File: src/rtl/vgmp_pkg.sv
// Shared types and constants for the command stream player.
// No dependencies.
package vgmp_pkg;

  localparam int DATA_W = 8;
  localparam int SPF_W  = 11;
  localparam int WAIT_W = 16;
  localparam int ACT_W  = 2;
  localparam int CFG_IDX_W = 2;

  localparam int QDEPTH = 2;
  localparam int QPTR_W = 1;
  localparam int QCNT_W = 2;

  localparam logic [DATA_W-1:0] OP_SKIP = 8'h4F;
  localparam logic [DATA_W-1:0] OP_PSG  = 8'h50;
  localparam logic [DATA_W-1:0] OP_WAIT = 8'h61;
  localparam logic [DATA_W-1:0] OP_END  = 8'h66;
  localparam logic [DATA_W-1:0] LATCH_MASK = 8'hE0;
  localparam logic [DATA_W-1:0] LATCH_CH0  = 8'h80;

  localparam logic [SPF_W-1:0] SPF_RESET = 11'd737;
  localparam logic [SPF_W-1:0] SPF_MIN   = 11'd1;

  localparam logic [ACT_W-1:0] ACT_BYTE    = 2'd0;
  localparam logic [ACT_W-1:0] ACT_TICK    = 2'd1;
  localparam logic [ACT_W-1:0] ACT_RESTART = 2'd2;

  localparam logic [CFG_IDX_W-1:0] CFG_EFFECT_MODE = 2'd0;
  localparam logic [CFG_IDX_W-1:0] CFG_TARGET_CH   = 2'd1;
  localparam logic [CFG_IDX_W-1:0] CFG_SPF         = 2'd2;

  typedef enum logic [2:0] {
    OPC_OTHER,
    OPC_SKIP,
    OPC_PSG,
    OPC_WAIT,
    OPC_END
  } opc_t;

  typedef enum logic [2:0] {
    PH_OPCODE,
    PH_SKIP,
    PH_PSG,
    PH_WLO,
    PH_WHI
  } phase_t;

  typedef struct packed {
    logic [ACT_W-1:0]  action;
    logic [DATA_W-1:0] data_byte;
    logic              last_byte;
    opc_t              opc;
    logic              latch0;
  } cmd_t;

endpackage

File: src/rtl/vgm_command_stream_player_core.sv
// Top level of the command stream player: front end, queue, back end.
// Depends on vgmp_pkg, vgmp_front and vgmp_back.
//
// Input channel (in_valid / in_stall): one word per item, either a stream
// byte, a frame tick or a restart. Result channel (out_valid / out_stall):
// exactly one result word per input word, in order.
// Config channel (cfg_valid / cfg_ready): index 0 effect_mode, 1
// target_channel, 2 samples_per_frame; cfg_ready is always high. Write
// config only while no items are in flight.
// An accepted word passes through the queue, and its result is registered.
// Throughput: one word per cycle while out_stall is low; the back end
// retires one queued word per cycle through its single parse/wait update.
// A two-entry queue sits between front and back; in_stall rises only when
// the queue is full, which with words arriving back to back happens when
// out_stall holds the result register. A stalled result holds steady.
// Reset (synchronous, rst_n low) empties the queue and result register,
// clears the parse state and wait, and loads the config defaults.
module vgm_command_stream_player_core (
  input  logic                            clk,
  input  logic                            rst_n,
  input  logic                            cfg_valid,
  output logic                            cfg_ready,
  input  logic [vgmp_pkg::CFG_IDX_W-1:0]  cfg_index,
  input  logic [vgmp_pkg::SPF_W-1:0]      cfg_data,
  input  logic                            in_valid,
  output logic                            in_stall,
  input  logic [vgmp_pkg::ACT_W-1:0]      in_action,
  input  logic [vgmp_pkg::DATA_W-1:0]     in_data_byte,
  input  logic                            in_last_byte,
  output logic                            out_valid,
  input  logic                            out_stall,
  output logic                            out_psg_valid,
  output logic [vgmp_pkg::DATA_W-1:0]     out_psg_byte,
  output logic                            out_wait_active,
  output logic                            out_finished,
  output logic                            out_mute_channel,
  output logic                            out_underrun
);
  import vgmp_pkg::*;

  cmd_t head;
  logic head_valid;
  logic pop;

  vgmp_front u_front (
    .clk          (clk),
    .rst_n        (rst_n),
    .in_valid     (in_valid),
    .in_stall     (in_stall),
    .in_action    (in_action),
    .in_data_byte (in_data_byte),
    .in_last_byte (in_last_byte),
    .pop          (pop),
    .head_valid   (head_valid),
    .head         (head)
  );

  vgmp_back u_back (
    .clk              (clk),
    .rst_n            (rst_n),
    .cfg_valid        (cfg_valid),
    .cfg_ready        (cfg_ready),
    .cfg_index        (cfg_index),
    .cfg_data         (cfg_data),
    .head_valid       (head_valid),
    .head             (head),
    .pop              (pop),
    .out_valid        (out_valid),
    .out_stall        (out_stall),
    .out_psg_valid    (out_psg_valid),
    .out_psg_byte     (out_psg_byte),
    .out_wait_active  (out_wait_active),
    .out_finished     (out_finished),
    .out_mute_channel (out_mute_channel),
    .out_underrun     (out_underrun)
  );

endmodule

File: src/rtl/vgmp_front.sv
// Front end: accepts input words, classifies opcodes and latch bytes,
// and queues them for the back end. Depends on vgmp_pkg.
module vgmp_front (
  input  logic                         clk,
  input  logic                         rst_n,
  input  logic                         in_valid,
  output logic                         in_stall,
  input  logic [vgmp_pkg::ACT_W-1:0]   in_action,
  input  logic [vgmp_pkg::DATA_W-1:0]  in_data_byte,
  input  logic                         in_last_byte,
  input  logic                         pop,
  output logic                         head_valid,
  output vgmp_pkg::cmd_t               head
);
  import vgmp_pkg::*;

  cmd_t              q_r [QDEPTH];
  logic [QPTR_W-1:0] wr_ptr_r, wr_ptr_nxt;
  logic [QPTR_W-1:0] rd_ptr_r, rd_ptr_nxt;
  logic [QCNT_W-1:0] count_r, count_nxt;
  logic              push;
  cmd_t              cmd_in;

  function automatic opc_t classify(input logic [DATA_W-1:0] b);
    opc_t c;
    unique case (b)
      OP_SKIP: c = OPC_SKIP;
      OP_PSG:  c = OPC_PSG;
      OP_WAIT: c = OPC_WAIT;
      OP_END:  c = OPC_END;
      default: c = OPC_OTHER;
    endcase
    return c;
  endfunction

  assign in_stall   = (count_r == QCNT_W'(QDEPTH));
  assign push       = in_valid && !in_stall;
  assign head_valid = (count_r != '0);
  assign head       = q_r[rd_ptr_r];

  always_comb begin
    cmd_in.action    = in_action;
    cmd_in.data_byte = in_data_byte;
    cmd_in.last_byte = in_last_byte;
    cmd_in.opc       = classify(in_data_byte);
    cmd_in.latch0    = ((in_data_byte & LATCH_MASK) == LATCH_CH0);
  end

  always_comb begin
    wr_ptr_nxt = push ? wr_ptr_r + 1'b1 : wr_ptr_r;
    rd_ptr_nxt = pop ? rd_ptr_r + 1'b1 : rd_ptr_r;
    case ({push, pop})
      2'b10:   count_nxt = count_r + 1'b1;
      2'b01:   count_nxt = count_r - 1'b1;
      default: count_nxt = count_r;
    endcase
  end

  always_ff @(posedge clk) begin
    if (!rst_n) begin
      wr_ptr_r <= '0;
      rd_ptr_r <= '0;
      count_r  <= '0;
    end else begin
      wr_ptr_r <= wr_ptr_nxt;
      rd_ptr_r <= rd_ptr_nxt;
      count_r  <= count_nxt;
    end
  end

  always_ff @(posedge clk) begin
    if (push) begin
      q_r[wr_ptr_r] <= cmd_in;
    end
  end

endmodule

File: src/rtl/vgmp_back.sv
// Back end: configuration registers, parse state, wait counter and the
// result register. Depends on vgmp_pkg.
module vgmp_back (
  input  logic                            clk,
  input  logic                            rst_n,
  input  logic                            cfg_valid,
  output logic                            cfg_ready,
  input  logic [vgmp_pkg::CFG_IDX_W-1:0]  cfg_index,
  input  logic [vgmp_pkg::SPF_W-1:0]      cfg_data,
  input  logic                            head_valid,
  input  vgmp_pkg::cmd_t                  head,
  output logic                            pop,
  output logic                            out_valid,
  input  logic                            out_stall,
  output logic                            out_psg_valid,
  output logic [vgmp_pkg::DATA_W-1:0]     out_psg_byte,
  output logic                            out_wait_active,
  output logic                            out_finished,
  output logic                            out_mute_channel,
  output logic                            out_underrun
);
  import vgmp_pkg::*;

  logic              effect_r;
  logic [1:0]        tchan_r;
  logic [SPF_W-1:0]  spf_r;

  phase_t            phase_r, phase_nxt;
  logic [WAIT_W-1:0] wait_r, wait_nxt;
  logic [DATA_W-1:0] wlo_r, wlo_nxt;
  logic              ended_r, ended_nxt;
  logic              pnl_r, pnl_nxt;

  logic              out_valid_r, out_valid_nxt;
  logic              psg_valid_r, psg_valid_nxt;
  logic [DATA_W-1:0] psg_byte_r, psg_byte_nxt;
  logic              wait_active_r, wait_active_nxt;
  logic              finished_r, finished_nxt;
  logic              mute_r, mute_nxt;
  logic              underrun_r, underrun_nxt;

  logic [WAIT_W-1:0] spf_ext;

  assign cfg_ready = 1'b1;
  assign pop       = head_valid && (!out_valid_r || !out_stall);
  assign spf_ext   = WAIT_W'((spf_r == '0) ? SPF_MIN : spf_r);

  always_ff @(posedge clk) begin
    if (!rst_n) begin
      effect_r <= 1'b0;
      tchan_r  <= 2'd1;
      spf_r    <= SPF_RESET;
    end else if (cfg_valid) begin
      unique case (cfg_index)
        CFG_EFFECT_MODE: effect_r <= cfg_data[0];
        CFG_TARGET_CH:   tchan_r  <= cfg_data[1:0];
        CFG_SPF:         spf_r    <= cfg_data;
        default: ;
      endcase
    end
  end

  always_ff @(posedge clk) begin
    if (!rst_n) begin
      phase_r     <= PH_OPCODE;
      wait_r      <= '0;
      wlo_r       <= '0;
      ended_r     <= 1'b0;
      pnl_r       <= 1'b0;
      out_valid_r <= 1'b0;
    end else begin
      phase_r     <= phase_nxt;
      wait_r      <= wait_nxt;
      wlo_r       <= wlo_nxt;
      ended_r     <= ended_nxt;
      pnl_r       <= pnl_nxt;
      out_valid_r <= out_valid_nxt;
    end
  end

  always_ff @(posedge clk) begin
    if (pop) begin
      psg_valid_r   <= psg_valid_nxt;
      psg_byte_r    <= psg_byte_nxt;
      wait_active_r <= wait_active_nxt;
      finished_r    <= finished_nxt;
      mute_r        <= mute_nxt;
      underrun_r    <= underrun_nxt;
    end
  end

  always_comb begin
    phase_nxt       = phase_r;
    wait_nxt        = wait_r;
    wlo_nxt         = wlo_r;
    ended_nxt       = ended_r;
    pnl_nxt         = pnl_r;
    psg_valid_nxt   = 1'b0;
    psg_byte_nxt    = '0;
    finished_nxt    = 1'b0;
    mute_nxt        = 1'b0;
    underrun_nxt    = 1'b0;
    out_valid_nxt   = pop ? 1'b1 : (out_valid_r && out_stall);

    if (pop) begin
      unique case (head.action)
        ACT_BYTE: begin
          if (!ended_r && (wait_r < spf_ext)) begin
            unique case (phase_r)
              PH_SKIP: phase_nxt = PH_OPCODE;
              PH_PSG: begin
                psg_valid_nxt = 1'b1;
                psg_byte_nxt  = head.data_byte;
                phase_nxt     = PH_OPCODE;
                if (effect_r) begin
                  if (pnl_r) begin
                    pnl_nxt = 1'b0;
                  end else if (head.latch0) begin
                    pnl_nxt      = 1'b1;
                    psg_byte_nxt = head.data_byte | {1'b0, tchan_r, 5'b0};
                  end
                end
              end
              PH_WLO: begin
                wlo_nxt   = head.data_byte;
                phase_nxt = PH_WHI;
              end
              PH_WHI: begin
                wait_nxt  = {head.data_byte, wlo_r};
                phase_nxt = PH_OPCODE;
              end
              default: begin
                unique case (head.opc)
                  OPC_SKIP: phase_nxt = PH_SKIP;
                  OPC_PSG:  phase_nxt = PH_PSG;
                  OPC_WAIT: phase_nxt = PH_WLO;
                  OPC_END: begin
                    phase_nxt = PH_OPCODE;
                    ended_nxt = 1'b1;
                  end
                  default:  phase_nxt = PH_OPCODE;
                endcase
              end
            endcase
            if (head.last_byte) begin
              ended_nxt = 1'b1;
              phase_nxt = PH_OPCODE;
            end
          end
        end
        ACT_TICK: begin
          if (wait_r > spf_ext) begin
            wait_nxt = wait_r - spf_ext;
          end else begin
            wait_nxt = '0;
            if (ended_r) begin
              finished_nxt = 1'b1;
              if (effect_r) begin
                mute_nxt = 1'b1;
                pnl_nxt  = 1'b0;
              end else begin
                phase_nxt = PH_OPCODE;
                wlo_nxt   = '0;
                ended_nxt = 1'b0;
                pnl_nxt   = 1'b0;
              end
            end else begin
              underrun_nxt = 1'b1;
            end
          end
        end
        ACT_RESTART: begin
          phase_nxt = PH_OPCODE;
          wait_nxt  = '0;
          wlo_nxt   = '0;
          ended_nxt = 1'b0;
          pnl_nxt   = 1'b0;
        end
        default: ;
      endcase
    end

    wait_active_nxt = (wait_nxt >= spf_ext);
  end

  assign out_valid        = out_valid_r;
  assign out_psg_valid    = psg_valid_r;
  assign out_psg_byte     = psg_byte_r;
  assign out_wait_active  = wait_active_r;
  assign out_finished     = finished_r;
  assign out_mute_channel = mute_r;
  assign out_underrun     = underrun_r;

endmodule

File: config.mk
export PLATFORM = sky130hd
export DESIGN_NAME = vgm_command_stream_player_core
export DESIGN_NICKNAME = d
export VERILOG_FILES = /design/src/rtl/vgmp_pkg.sv /design/src/rtl/vgm_command_stream_player_core.sv /design/src/rtl/vgmp_front.sv /design/src/rtl/vgmp_back.sv
export SDC_FILE = /design/constraint.sdc
export NUM_CORES = 1
export LEC_CHECK = 0
export ABC_AREA = 1
export BUFFER_PORTS_ARGS = -buffer_cell sky130_fd_sc_hd__buf_2
export CORE_ASPECT_RATIO = 1.2
export CORE_MARGIN = 3
export CORE_UTILIZATION = 47
export CTS_BUF_LIST = sky130_fd_sc_hd__clkbuf_8
export DETAILED_ROUTE_END_ITERATION = 8
export PLACE_DENSITY = 0.76
export SLEW_MARGIN = 20
export SYNTH_ARGS = -nofsm -noshare
export SYNTH_HDL_FRONTEND = slang
export SYNTH_HIERARCHICAL = 1
export SYNTH_SLANG_ARGS = --single-unit
export TNS_END_PERCENT = 20
File: constraint.sdc
create_clock -name clk -period 3.81 [get_ports clk]
set_input_delay 0.1905 -clock clk [delete_from_list [all_inputs] [get_ports clk]]
set_output_delay 0.1905 -clock clk [all_outputs]
set_load 0.01 [all_outputs]
# Word-level counts from Yosys, hierarchy flattened

Memory sizes are Yosys's and may differ from the RTL's. A register that Yosys moved wholly into a read port is not among the register bits.
Cells that the tools add are included.

Mux-type cells: 49
$lt $le $gt $ge: 3
Add/subtract/negate cells: 5
Reductions and logical operators: 27
Bitwise gates (word level): 2
Equal/unequal tests: 29

Operators with widths:

| operator             | count |
|---|---|
| $mux W16             | 4 |
| $mux W8              | 8 |
| $pmux W16 S3         | 1 |
| $eq A8 B7 Y1 const B | 4 |
| $pmux W8 S3          | 1 |
| $mux W1              | 22 |
| $ge A16 B16 Y1       | 1 |
| $gt A16 B16 Y1       | 1 |
| $lt A16 B16 Y1       | 1 |
| $sub A16 B16 Y16     | 1 |
| $mux W3              | 5 |
| $reduce_and A7 Y1    | 2 |
| $eq A3 B2 Y1 const B | 4 |
| $pmux W3 S4          | 1 |
| $reduce_and A6 Y1    | 2 |
| $logic_not A11 Y1    | 1 |
| $mux W11             | 1 |
| $eq A3 B3 Y1 const B | 3 |
| $pmux W3 S3          | 1 |
| $eq A2 B2 Y1 const B | 4 |
| $ne A2 B2 Y1 const B | 4 |
| $or A8 B7 Y8         | 1 |
| $reduce_and A2 Y1    | 4 |
| $eq A2 B1 Y1 const B | 3 |
| other kinds (21)     | 35 |

Input port bits: 29
Memories kept: 1
Memory bits (writable): 30
Flip-flop bits (word level): 61
Output and inout port bits: 16

Memories:

| name        | depth | bits a word | read ports | clocked after memory_dff | write ports | line             | source |
|---|---|---|---|---|---|---|---|
| u_front.q_r | 2     | 15          | 1          | 1                        | 1           | vgmp_front.sv:17 | `cmd_t q_r [QDEPTH];` |

# Logic depth before layout (Yosys ltp)

Gate-level depths: netlist of run 1.

Depth in word-level cells: 8
Mapped depth: 35
Mapped depth without buffers: 35

# Hierarchy

The synthesis of run 1 kept the hierarchy.

By module, submodules not included:

| module     | instances | area an instance (um^2) | cells each | sequential area each (um^2) |
|---|---|---|---|---|
| vgmp_back  | 1         | 4068.9                  | 594        | 1271.2 |
| vgmp_front | 1         | 1466.4                  | 106        | 1001.0 |

# Worst setup path before layout of run 1

No wires, ideal clock.

Path type: reg-to-reg
Start point: register u_back.spf_r[1]
End point: register u_back.wait_active_r (netlist: u_back/out_wait_active), data pin
Path buffers: 1
Data arrival time: 3.579 ns
Library setup time: 0.259 ns
Cell stages (with the launch flop): 33
Period minus slack after synthesis: 3.839 ns
Slack: -0.029 ns
Cell sequence: dfxtp_1 -> inv_1 -> nand2_1 -> o41ai_1 -> ha_1 -> inv_1 -> fa_1 -> nand3_2 -> nand3_4 -> nand2_2 -> nand2_2 -> nand2_4 -> nand3_4 -> inv_2 -> nand2_4 -> buf_6 -> o211ai_2 -> nand3_1 -> nand2_1 -> inv_1 -> ha_1 -> a21oi_1 -> nand2_1 -> nand2_1 -> nand2_1 -> nand2_1 -> nand2_1 -> nand2_1 -> nand2_1 -> nand2_1 -> a21oi_1 -> nor2_1 -> nand3_2

Longest elaborated chain between the ends: 8
Elaborated cells on any way between the ends: 11
Those cells by class: add/sub (1); order compare (3); mux (5); reduce/logical (2)

Ends and longest elaborated chain:

| what                       | line             | source |
|---|---|---|
| from (decl)                | vgmp_back.sv:26  | `logic [SPF_W-1:0] spf_r;` |
| from (signal assigned)     | vgmp_back.sv:57  | `CFG_SPF: spf_r <= cfg_data;` |
| $logic_not A11 Y1          | vgmp_back.sv:46  | `assign spf_ext = WAIT_W'((spf_r == '0) ? SPF_MIN : spf_r);` |
| $mux W11 *                 | vgmp_back.sv:46  |  |
| $lt A16 B16 Y1             | vgmp_back.sv:108 | `if (!ended_r && (wait_r < spf_ext)) begin` |
| $logic_and A1 B1 Y1        | vgmp_back.sv:108 |  |
| $mux W16                   | vgmp_back.sv:108 |  |
| $pmux W16 S3 *             | vgmp_back.sv:106 | `unique case (head.action)` |
| $mux W16 *                 | vgmp_back.sv:105 | `if (pop) begin` |
| net u_back.wait_nxt[3]     | vgmp_back.sv:29  | `logic [WAIT_W-1:0] wait_r, wait_nxt;` |
| $ge A16 B16 Y1 *           | vgmp_back.sv:183 | `wait_active_nxt = (wait_nxt >= spf_ext);` |
| net u_back.wait_active_nxt | vgmp_back.sv:37  | `logic wait_active_r, wait_active_nxt;` |
| to (signal assigned)       | vgmp_back.sv:85  | `wait_active_r <= wait_active_nxt;` |
| to (decl)                  | vgmp_back.sv:37  |  |

The timed path passes the listed nets; every way through them passes the cells marked *.
A chain may end at the register's enable or synchronous reset.

# Worst setup path after layout of run 1

Start point: register u_back.spf_r[10]
End point: register u_back.wait_active_r (netlist: u_back/out_wait_active), data pin

Longest elaborated chain between the ends: 8
Elaborated cells on any way between the ends: 11
Those cells by class: add/sub (1); order compare (3); mux (5); reduce/logical (2)

Ends and longest elaborated chain:

| what                       | line |
|---|---|
| $logic_not A11 Y1          | vgmp_back.sv:46 |
| $mux W11 *                 | vgmp_back.sv:46 |
| $lt A16 B16 Y1             | vgmp_back.sv:108 |
| $logic_and A1 B1 Y1        | vgmp_back.sv:108 |
| $mux W16                   | vgmp_back.sv:108 |
| $pmux W16 S3               | vgmp_back.sv:106 |
| $mux W16                   | vgmp_back.sv:105 |
| $ge A16 B16 Y1 *           | vgmp_back.sv:183 |
| net u_back.wait_active_nxt | vgmp_back.sv:37 |

Marked as above.

==> impl_metrics.yaml, run 1 <==
critical_path:
  slowest_delay_ps: 340
  cp_top_family: "simple AND/OR/NAND/NOR gates"
  worstSetupEndpointType: "flop"
  path_class: "flop to flop"
  cpMostUsedCell: "nand2_1"
  worstPathBufferInverterCount: 4
  crit_slowest_cell: "dfxtp_2"
  crit_path_max_fanout: 6
  required_ps: 3930
  worstSetupStartpointType: "flop"
  arrival_ps: 3940
grt:
  gr-total-overflow: 0
  grt_antenna_before_repair: 0
  grtUsageTotal_pct: 22.1
  grt_max_degree: 26
  first_global_vias: 4846
  grt_pass1_wl_mm: 23.2
synth:
  syn_inst: 700
  yosysSeqAreaShare_pct: 41.0
  synthArstFlopShare_pct: 0
  netlist_area_sq_um: 5540
  synth_edf_count: 43
  synth_nets: 758
  ys_ff_latch: 92
  yosysWarnings: 6
  avgSynthCellArea_sq_um: 7.91
  synth_cell_types: 46
  ys.flop_type: "dfxtp_1"
worst_hold_path:
  holdCritPathClass: "input pin to flop"
cts:
  cts_tree: "built"
  cts_htree_levels: 3
  clk_pin_slew_ps: 90
  cts_root_buf: "clkbuf_8"
  cts_buffers: 9
  clock-sinks: 92
  ctsLongestPathBuffers: 2
  insertion_delay_ps: 360
drt:
  drt_iter0_markers: 257
  vias: 4842
  met2_wirelength_mm: 7.44
  dr.pass1.iters: 5
  wl_per_cell_um: 15.6
  maxUsedRoutingLayer: "met4"
  wl_met3_um: 726
  wl_met1_mm: 5.85
  drc: 0
  vias_per_cell: 5.21
  ant_nets: 0
  wl_mm: 14.5
final_layout:
  layoutNonFillerInstCount: 930
  diodes: 0
  final_cell_mix: "nand2_1, inv_1, nor2_1"
  drive_gt1_share_pct: 20.0
  fin_nets: 829
  area_delta_synth_final_pct: 14.4
  layout_commonest_cell: "nand2_1"
  finalInstanceArea_sq_um: 6330
placed_design:
  dp_worst_setup_slack_ps: -112
  place_hpwl_mm: 11.1
  port_buffers: 43
  place_inst: 906
  gp_congestion: 0.958
  dpl_cell_area_sq_um: 6020
power_and_ir_drop:
  power_density_nw_per_um2: 862
  finalPower_mw: 5.46
  max-vdd-ir-drop_mv: 0.410
  p_leak_nw: 3.12
sta:
  fin_ws_ps: -11.0
  slew_violations: 0
  finalCritPeriodShare_pct: 100
  hold_ws_ps: 25.1
  tightest_slew_ps: 935
  min_period_ps: 3820
  hold_viol: 0
  maxSlewHeadroom_pct: 37.6
  fmax_mhz: 262
  setup_violations: 1
  finalClockSkew_ps: 11.2
  rsz0062_at_grt: "true"
die:
  core_region_area_sq_um: 11200
  dieArea_sq_um: 13100
  initial_core_util_pct: 49.2
  die_h_um: 125
  die_w_um: 105
  ios: 45
  fp-row-count: 42
status:
  status: "finished with violations"
  violations: "negative setup slack"
job:
  cap_violations: 0
-- power breakdown --
group / internal [mW] / switching, mW
Combinational: 1.20 / 2.09
Clock: 0.317 / 0.348
Sequential: 1.34 / 0.167
Total: 2.85 / 2.60
-- final timing paths --
path              slack [ps]  depth (start not counted)                               end                     startpoint
hold reg to reg          480                          2      u_back/wlo_r[0]$_SDFFE_PN0P_   u_back/wlo_r[0]$_SDFFE_PN0P_
setup reg to reg         -10                         35  u_back/out_wait_active$_DFFE_PP_  u_back/spf_r[10]$_SDFFE_PN0P_
setup / recovery         -10                         35  u_back/out_wait_active$_DFFE_PP_  u_back/spf_r[10]$_SDFFE_PN0P_
hold / removal            30                          1      u_front/q_r[0][14]$_DFFE_PP_                   in_action[1]
-- metrics by stage --
stage | utilization (%) | TNS [ps]
6_report | 56.3 | -11.0
5_1_grt | 56.3 | -269
4_1_cts | 55.9 | -84.2
3_5_place_dp | 53.5 | -112
3_3_place_gp | 53.5 | 0
2_1_floorplan | - | 0
-- metal layers --
metal / vias up / track usage (%)
met3: 24 / 3.11
li1: 2405 / -
met5: - / 0
met2: 162 / 39.7
met4: 0 / 10.1
met1: 2251 / 25.7
-- area by class of cell --
type / instances / area (sq um)
fill: 1046 / 4910
multi-input combinational: 471 / 2740
sequential: 92 / 2270
timing repair buffer: 76 / 472
inverter: 121 / 459
tap: 154 / 193
clock buffer: 10 / 138
clock inverter: 6 / 58.8
-- cells by family (layout without fill, tap and decap cells) --
logic type	Yosys count	after routing	share of synthesized area, %
other	1	1	0.0677
flip-flops	92	92	41.0
buffers and inverters	137	213	10.4
multiplexers	15	15	3.73
AO/OA/AOI/OAI	92	92	9.76
adder cells (fa/ha/maj)	29	29	6.69
AND/OR/NAND/NOR	326	326	27.0
XOR/XNOR	8	8	1.27
-- flip-flops by register name, indices dropped and copies added, names as in the netlist, named ones only --
signal	count
u_back/out_underrun	1
u_front/rd_ptr_r	1
u_back/out_wait_active	1
u_back/pnl_r	1
u_back/effect_r	1
u_back/spf_r	11
u_back/wait_r	16
u_back/out_psg_byte	8
u_back/tchan_r	2
u_front/q_r	30
u_back/phase_r	3
u_front/wr_ptr_r	1
u_back/out_mute_channel	1
u_back/wlo_r	8
u_back/out_finished	1
u_back/ended_r	1
u_back/out_psg_valid	1
u_front/count_r	2
u_back/out_valid	1
-- synthesized netlist by cell type (10+ instances only) --
library cell	number	area (sq um)
nand2_1	158	593
inv_1	115	432
nor2_1	70	263
dfxtp_1	49	981
nand3_1	44	220
edfxtp_1	43	1290
a21oi_1	37	185
ha_1	28	350
o21ai_0	25	125
nand4_1	13	81.3
mux2_4	10	150
nand2_2	10	62.6
-- what timing repair did --
action	CTS	global route
pin swaps	7	5
endpoints found under the setup margin	1	1
hold buffers	2	0
setup buffers	4	2
resized for setup	5	8
hold endpoints to repair	4	0
Note: power is estimated with default switching activity, not from simulation.
==> inputs of run 2 (changes only) <==
CELL_PAD_IN_SITES_DETAIL_PLACEMENT = 1   (was not set)
CELL_PAD_IN_SITES_GLOBAL_PLACEMENT = 1   (was not set)
CORE_UTILIZATION = 42   (was 47)
PLACE_DENSITY = 0.86   (was 0.76)
==> run 2 against run 1 <==
Compared with the run above: the run still ends with negative setup slack left; flip-flop and latch count is the same; wire length rose by 30%; non-clock buffer count up 16; register-to-register slack lost 590 ps; first-iteration DRC count increased by 23%; core utilization shrank 5.4 points; highest routed layer unchanged.
==> impl_metrics.yaml, run 2 (synthesis gave the netlist of run 1 again) <==
final_layout:
  multi_input_area_sq_um: 2770
  largestRegisters: "u_front/q_r x30, u_back/wait_r x16, u_back/spf_r x11"
  final_cell_mix: "nand2_1, inv_1, nor2_1"
  layout_commonest_cell: "nand2_1"
  layoutNonFillerInstCount: 956
  diodes: 0
  largest_register: "u_front/q_r"
  largest_reg_flops: 30
  layout.area.seq_sq_um: 2280
  fin_nets: 845
  final_core_util_pct: 50.9
  area_delta_synth_final_pct: 17.6
  drive_gt1_share_pct: 23.4
  fillers: 1570
grt:
  grtUsageTotal_pct: 25.2
  first_global_vias: 5630
  grt_antenna_before_repair: 0
  grt_max_degree: 26
  grt_pass1_wl_mm: 29.3
  gr-total-overflow: 0
job:
  cap_violations: 0
drt:
  vias: 5248
  vias_per_cell: 5.49
  drc: 0
  wl_mm: 18.8
  dr.pass1.iters: 5
  ant_nets: 0
  drt_iter0_markers: 316
  wl_per_cell_um: 19.7
critical_path:
  slowest_delay_ps: 380
  worstSetupStartpointType: "flop"
  cpMostUsedCell: "nand2_1"
  crit_slowest_cell: "o41ai_4"
  r2r_start: "u_back/spf_r[2]$_SDFFE_PN0P_"
  rrSetupSlack_ps: -600
  required_ps: 3930
  path_class: "flop to flop"
  worstSetupEndpointType: "flop"
  reg2reg_depth: 35
  r2r_end: "u_back/out_wait_active$_DFFE_PP_"
  crit_path_max_fanout: 8
  arrival_ps: 4540
worst_hold_path:
  hold_path_end: "u_front/q_r[0][12]$_DFFE_PP_"
  holdCritPathClass: "input pin to flop"
  hp-start: "in_data_byte[7]"
  worstHoldPathCells: 1
sta:
  finalCritPeriodShare_pct: 116
  fmax_mhz: 227
  slew_violations: 0
  totalNegativeSetupSlack_ps: -602
  min_period_ps: 4410
  rsz0062_at_grt: "true"
  fin_ws_ps: -602
  setup_violations: 1
  finalClockSkew_ps: 13.3
  hold_ws_ps: 36.2
  tightest_slew_ps: 896
  hold_viol: 0
  maxSlewHeadroom_pct: 40.2
power_and_ir_drop:
  seq_power_share_pct: 25.5
  p_comb_share_pct: 63.1
  switchingPower_mw: 2.99
  p_sw_share_pct: 49.9
  intPower_mw: 3.01
  power_density_nw_per_um2: 922
  max-vdd-ir-drop_mv: 0.380
  p_leak_nw: 3.17
  clockPowerShare_pct: 11.4
placed_design:
  port_buffers: 43
  place_hpwl_mm: 12.9
  gp_congestion: 0.880
  place_inst: 922
status:
  violations: "negative setup slack"
  status: "finished with violations"
die:
  ios: 45
  die_w_um: 111
  die_h_um: 132
  core_region_area_sq_um: 12800
  initial_core_util_pct: 43.3
  fp-row-count: 45
  dieArea_sq_um: 14600
cts:
  cts_buffers: 9
  insertion_delay_ps: 370
  clock-sinks: 92
  clk_pin_slew_ps: 100
  cts_tree: "built"
  ctsLongestPathBuffers: 2
  cts_htree_levels: 3
  cts_root_buf: "clkbuf_8"
[run 2: layout make-up]
class                           instances  share of cell area [%]
Multi-Input combinational cell        471                    42.6
Sequential cell                        92                    35.0
Timing Repair Buffer                   92                    9.19
Inverter                              121                    7.06
Tap cell                              164                    3.15
Clock buffer                            9                    1.90
Clock inverter                          7                    1.13
[run 2: power groups by stage]
stage	Clock [mW]	Combinational, mW	Sequential [mW]
after floorplan	0	2.34	1.50
after global placement	0	3.11	1.51
after detailed placement	0	3.29	1.53
after CTS	0.698	3.52	1.52
after global routing	0.744	4.10	1.56
final	0.685	3.78	1.53
[run 2: how the worst max path moves through the flow]
| stage | startpoint | to | slack, ps | cells past startpoint |
|---|---|---|---|---|
| detailed placement | u_back/spf_r[4]$_SDFFE_PN0P_ | u_back/out_wait_active$_DFFE_PP_ | -210 | 35 |
| floorplan | u_back/spf_r[1]$_SDFFE_PN0P_ | u_back/out_wait_active$_DFFE_PP_ | 40 | 32 |
| global route | u_back/spf_r[10]$_SDFFE_PN0P_ | u_back/out_wait_active$_DFFE_PP_ | -740 | 35 |
| global placement | u_back/spf_r[10]$_SDFFE_PN0P_ | u_back/out_wait_active$_DFFE_PP_ | 30 | 35 |
| CTS | u_back/spf_r[8]$_SDFFE_PN0P_ | u_back/out_wait_active$_DFFE_PP_ | -350 | 35 |
| finish | u_back/spf_r[2]$_SDFFE_PN0P_ | u_back/out_wait_active$_DFFE_PP_ | -600 | 35 |
[run 2: repair_timing]
action,in CTS,in global routing
hold buffers,3,0
setup buffers,11,4
resized for setup,10,18
setup endpoints to repair,1,1
endpoints found under the hold margin,6,0
pin swaps,12,13
[run 2: layer usage]
layer | vias up | global-route usage [%] | part of all wire, %
met2 | 197 | 46.3 | 52
met4 | 0 | 15.0 | 6.1
met3 | 84 | 4.32 | 4.7
met5 | - | 0 | 0
li1 | 2436 | - | -
met1 | 2531 | 26.9 | 37
[run 2: worst max-delay path: cells and delay by family, from the launching register on]
| family | cells | cell delay [ps] |
|---|---|---|
| AOI/OAI and AO/OA | 2 | 440 |
| adders and majority gates | 3 | 930 |
| and+or+nand+nor | 24 | 1990 |
| buffers and inverters | 6 | 450 |
| DFF | 1 | 330 |
[run 2: metrics by stage]
step | setup slack (ps) | area [sq um] | power [mW]
2_1_floorplan | 38.6 | 5540 | 3.84
3_3_place_gp | 34.7 | 6080 | 4.62
3_5_place_dp | -214 | 6080 | 4.82
4_1_cts | -350 | 6430 | 5.73
5_1_grt | -744 | 6510 | 6.40
6_report | -602 | 6510 | 6.00
==> inputs of run 3 (changes only) <==
PLACE_DENSITY = 0.87   (was 0.86)
SYNTH_HIERARCHICAL = not set   (was 1)
==> run 3 against run 2 <==
Compared with the run above: first-iteration DRC count decreased by 23%; highest routed layer unchanged; register-to-register slack improved by 370 ps; worst hold slack got worse by 31 ps; combinational power down 6.6%; largest power group unchanged; worst setup slack improved by 370 ps; the run still ends with negative setup slack left; clock power shrank 1%; fmax grew 9.2%.
==> impl_metrics.yaml, run 3 <==
drt:
  vias_per_cell: 5.43
  drc: 0
  vias: 4973
  wl_mm: 16.8
  drt_iter0_markers: 244
  dr.pass1.iters: 4
  wl_per_cell_um: 18.3
  ant_nets: 0
die:
  initial_core_util_pct: 43.5
  die_h_um: 129
  die_w_um: 109
  core_region_area_sq_um: 12200
  dieArea_sq_um: 14000
  ios: 45
  fp-row-count: 44
worst_hold_path:
  hold_path_end: "u_front.q_r[1][4]$_DFFE_PP_"
  worstHoldPathCells: 1
  hp-start: "in_last_byte"
  holdCritPathClass: "input pin to flop"
critical_path:
  cpMostUsedCell: "nand2_1"
  rrSetupSlack_ps: -230
  worstSetupEndpointType: "flop"
  required_ps: 3950
  r2r_end: "u_back.out_wait_active$_DFFE_PP_"
  crit_path_max_fanout: 3
  worstSetupStartpointType: "flop"
  reg2reg_depth: 38
  slowest_delay_ps: 370
  path_class: "flop to flop"
  r2r_start: "u_back.spf_r[4]$_SDFFE_PN0P_"
  crit_slowest_cell: "fa_2"
  arrival_ps: 4180
sta:
  finalClockSkew_ps: 11.9
  fmax_mhz: 247
  tightest_slew_ps: 888
  slew_violations: 0
  rsz0062_at_grt: "true"
  setup_violations: 1
  hold_viol: 0
  fin_ws_ps: -232
  hold_ws_ps: 4.98
  finalCritPeriodShare_pct: 106
  maxSlewHeadroom_pct: 40.7
  min_period_ps: 4040
grt:
  grt_antenna_before_repair: 0
  grtUsageTotal_pct: 24.9
  grt_max_degree: 30
  first_global_vias: 5476
  grt_pass1_wl_mm: 27.1
  gr-total-overflow: 0
cts:
  ctsLongestPathBuffers: 2
  clk_pin_slew_ps: 100
  cts_tree: "built"
  cts_buffers: 9
  insertion_delay_ps: 380
  cts_root_buf: "clkbuf_8"
  clock-sinks: 92
  cts_htree_levels: 3
synth:
  yosys.area.top_type: "edfxtp_1"
  ys.flop_type: "dfxtp_1"
  yosysWarnings: 0
  synth_nets: 730
  ys_ff_latch: 92
  synth_top_area_share_pct: 24.3
  syn_inst: 673
  synth_edf_count: 43
  avgSynthCellArea_sq_um: 7.90
  synth.most_common_cell: "nand2_1"
  netlist_area_sq_um: 5320
  synthTopCellsByCount: "nand2_1, inv_1, nor2_1"
  yosysSeqAreaShare_pct: 42.7
  synth_cell_types: 53
  synthArstFlopShare_pct: 0
  synthTopCellsByArea: "edfxtp_1, dfxtp_1, nand2_1"
final_layout:
  layoutNonFillerInstCount: 915
  largestRegisters: "u_front.q_r x30, u_back.wait_r x16, u_back.spf_r x11"
  final_cell_mix: "nand2_1, inv_1, nor2_1"
  largest_register: "u_front.q_r"
  multi_input_area_sq_um: 2640
  drive_gt1_share_pct: 20.3
  layout.area.seq_sq_um: 2270
  fillers: 1542
  largest_reg_flops: 30
  layout_commonest_cell: "nand2_1"
  area_delta_synth_final_pct: 16.5
  diodes: 0
  fin_nets: 806
power_and_ir_drop:
  finalPower_mw: 5.76
  max-vdd-ir-drop_mv: 0.357
  p_leak_nw: 2.88
  power_density_nw_per_um2: 930
placed_design:
  place_inst: 888
  dp_worst_setup_slack_ps: -231
  port_buffers: 43
  place_hpwl_mm: 12.1
  gp_congestion: 0.902
job:
  cap_violations: 0
status:
  violations: "negative setup slack"
  status: "finished with violations"
run 3: cell count changes after synthesis, moves of 8 or more:
cell,before,now
nand3_1,44,36
mux2_4,10,0
or2_2,0,8
o21ai_0,25,39
inv_1,115,94
nor3_1,9,18
nor2_1,70,58
run 3: cell type report:
class / count / share of cell area, %
clock buffers: 9 / 2.00
clock inverters: 7 / 1.09
inverters: 97 / 5.88
multi-input cells: 466 / 42.6
flip-flops and latches: 92 / 36.7
well taps: 161 / 3.25
repair buffers: 83 / 8.49
run 3: what timing repair did:
item | in CTS | in global routing
gates cloned | 0 | 0
buffers inserted | 7 | 3
hold buffers | 1 | 0
endpoints found under the hold margin | 2 | 0
setup endpoints to repair | 1 | 1
gates resized for setup | 16 | 7
pin swaps | 8 | 12
run 3: how the worst max path moves through the flow:
stage	start	end	slack (ps)	depth (start not counted)
6_report	u_back.spf_r[4]$_SDFFE_PN0P_	u_back.out_wait_active$_DFFE_PP_	-230	38
5_1_grt	u_back.spf_r[3]$_SDFFE_PN0P_	u_back.out_wait_active$_DFFE_PP_	-560	38
4_1_cts	u_back.spf_r[5]$_SDFFE_PN1P_	u_back.out_wait_active$_DFFE_PP_	-160	38
3_5_place_dp	u_back.spf_r[4]$_SDFFE_PN0P_	u_back.out_wait_active$_DFFE_PP_	-230	37
3_3_place_gp	u_back.spf_r[6]$_SDFFE_PN1P_	u_back.out_wait_active$_DFFE_PP_	20	38
2_1_floorplan	u_back.spf_r[6]$_SDFFE_PN1P_	u_back.out_wait_active$_DFFE_PP_	40	38
run 3: layer usage:
metal  GRT usage (%)  part of all wire (%)  vias up
met5               0                     0        -
met1            27.2                    39     2437
li1                -                     -     2370
met3            2.89                   3.3       46
met4            11.8                   4.1        0
met2            47.1                    53      120
run 3: cell families (layout without fill, tap and decap cells):
group	count (synthesis)	after routing	synth area share (%)
adders and majority gates	28	28	6.73
and+or+nand+nor	310	310	26.6
xor gates and xnor gates	8	8	1.32
buffers and inverters	115	196	8.73
muxes	7	7	1.32
DFF	92	92	42.7
other	1	1	0.0705
AOI/OAI and AO/OA	112	112	12.5
run 3: metrics by stage:
step           utilization [%]  area [sq um]  setup TNS (ps)
6_report                  50.7          6190            -232
5_1_grt                   50.7          6190            -563
4_1_cts                   50.3          6150            -162
3_5_place_dp              47.9          5860            -231
3_3_place_gp              47.9          5850               0
2_1_floorplan                -          5320               0
run 3: worst max-delay path, delay by kind of cell (launching register included):
kind | cells | cell delay, ps
simple gates | 28 | 1940
fa+ha+maj | 3 | 830
compound gates | 3 | 450
flops | 1 | 320
buf+inv | 4 | 270
run 3: power breakdown:
group	internal, mW	switching, mW	total, mW
logic	1.31	2.23	3.53
clock network	0.303	0.374	0.677
registers	1.35	0.196	1.55
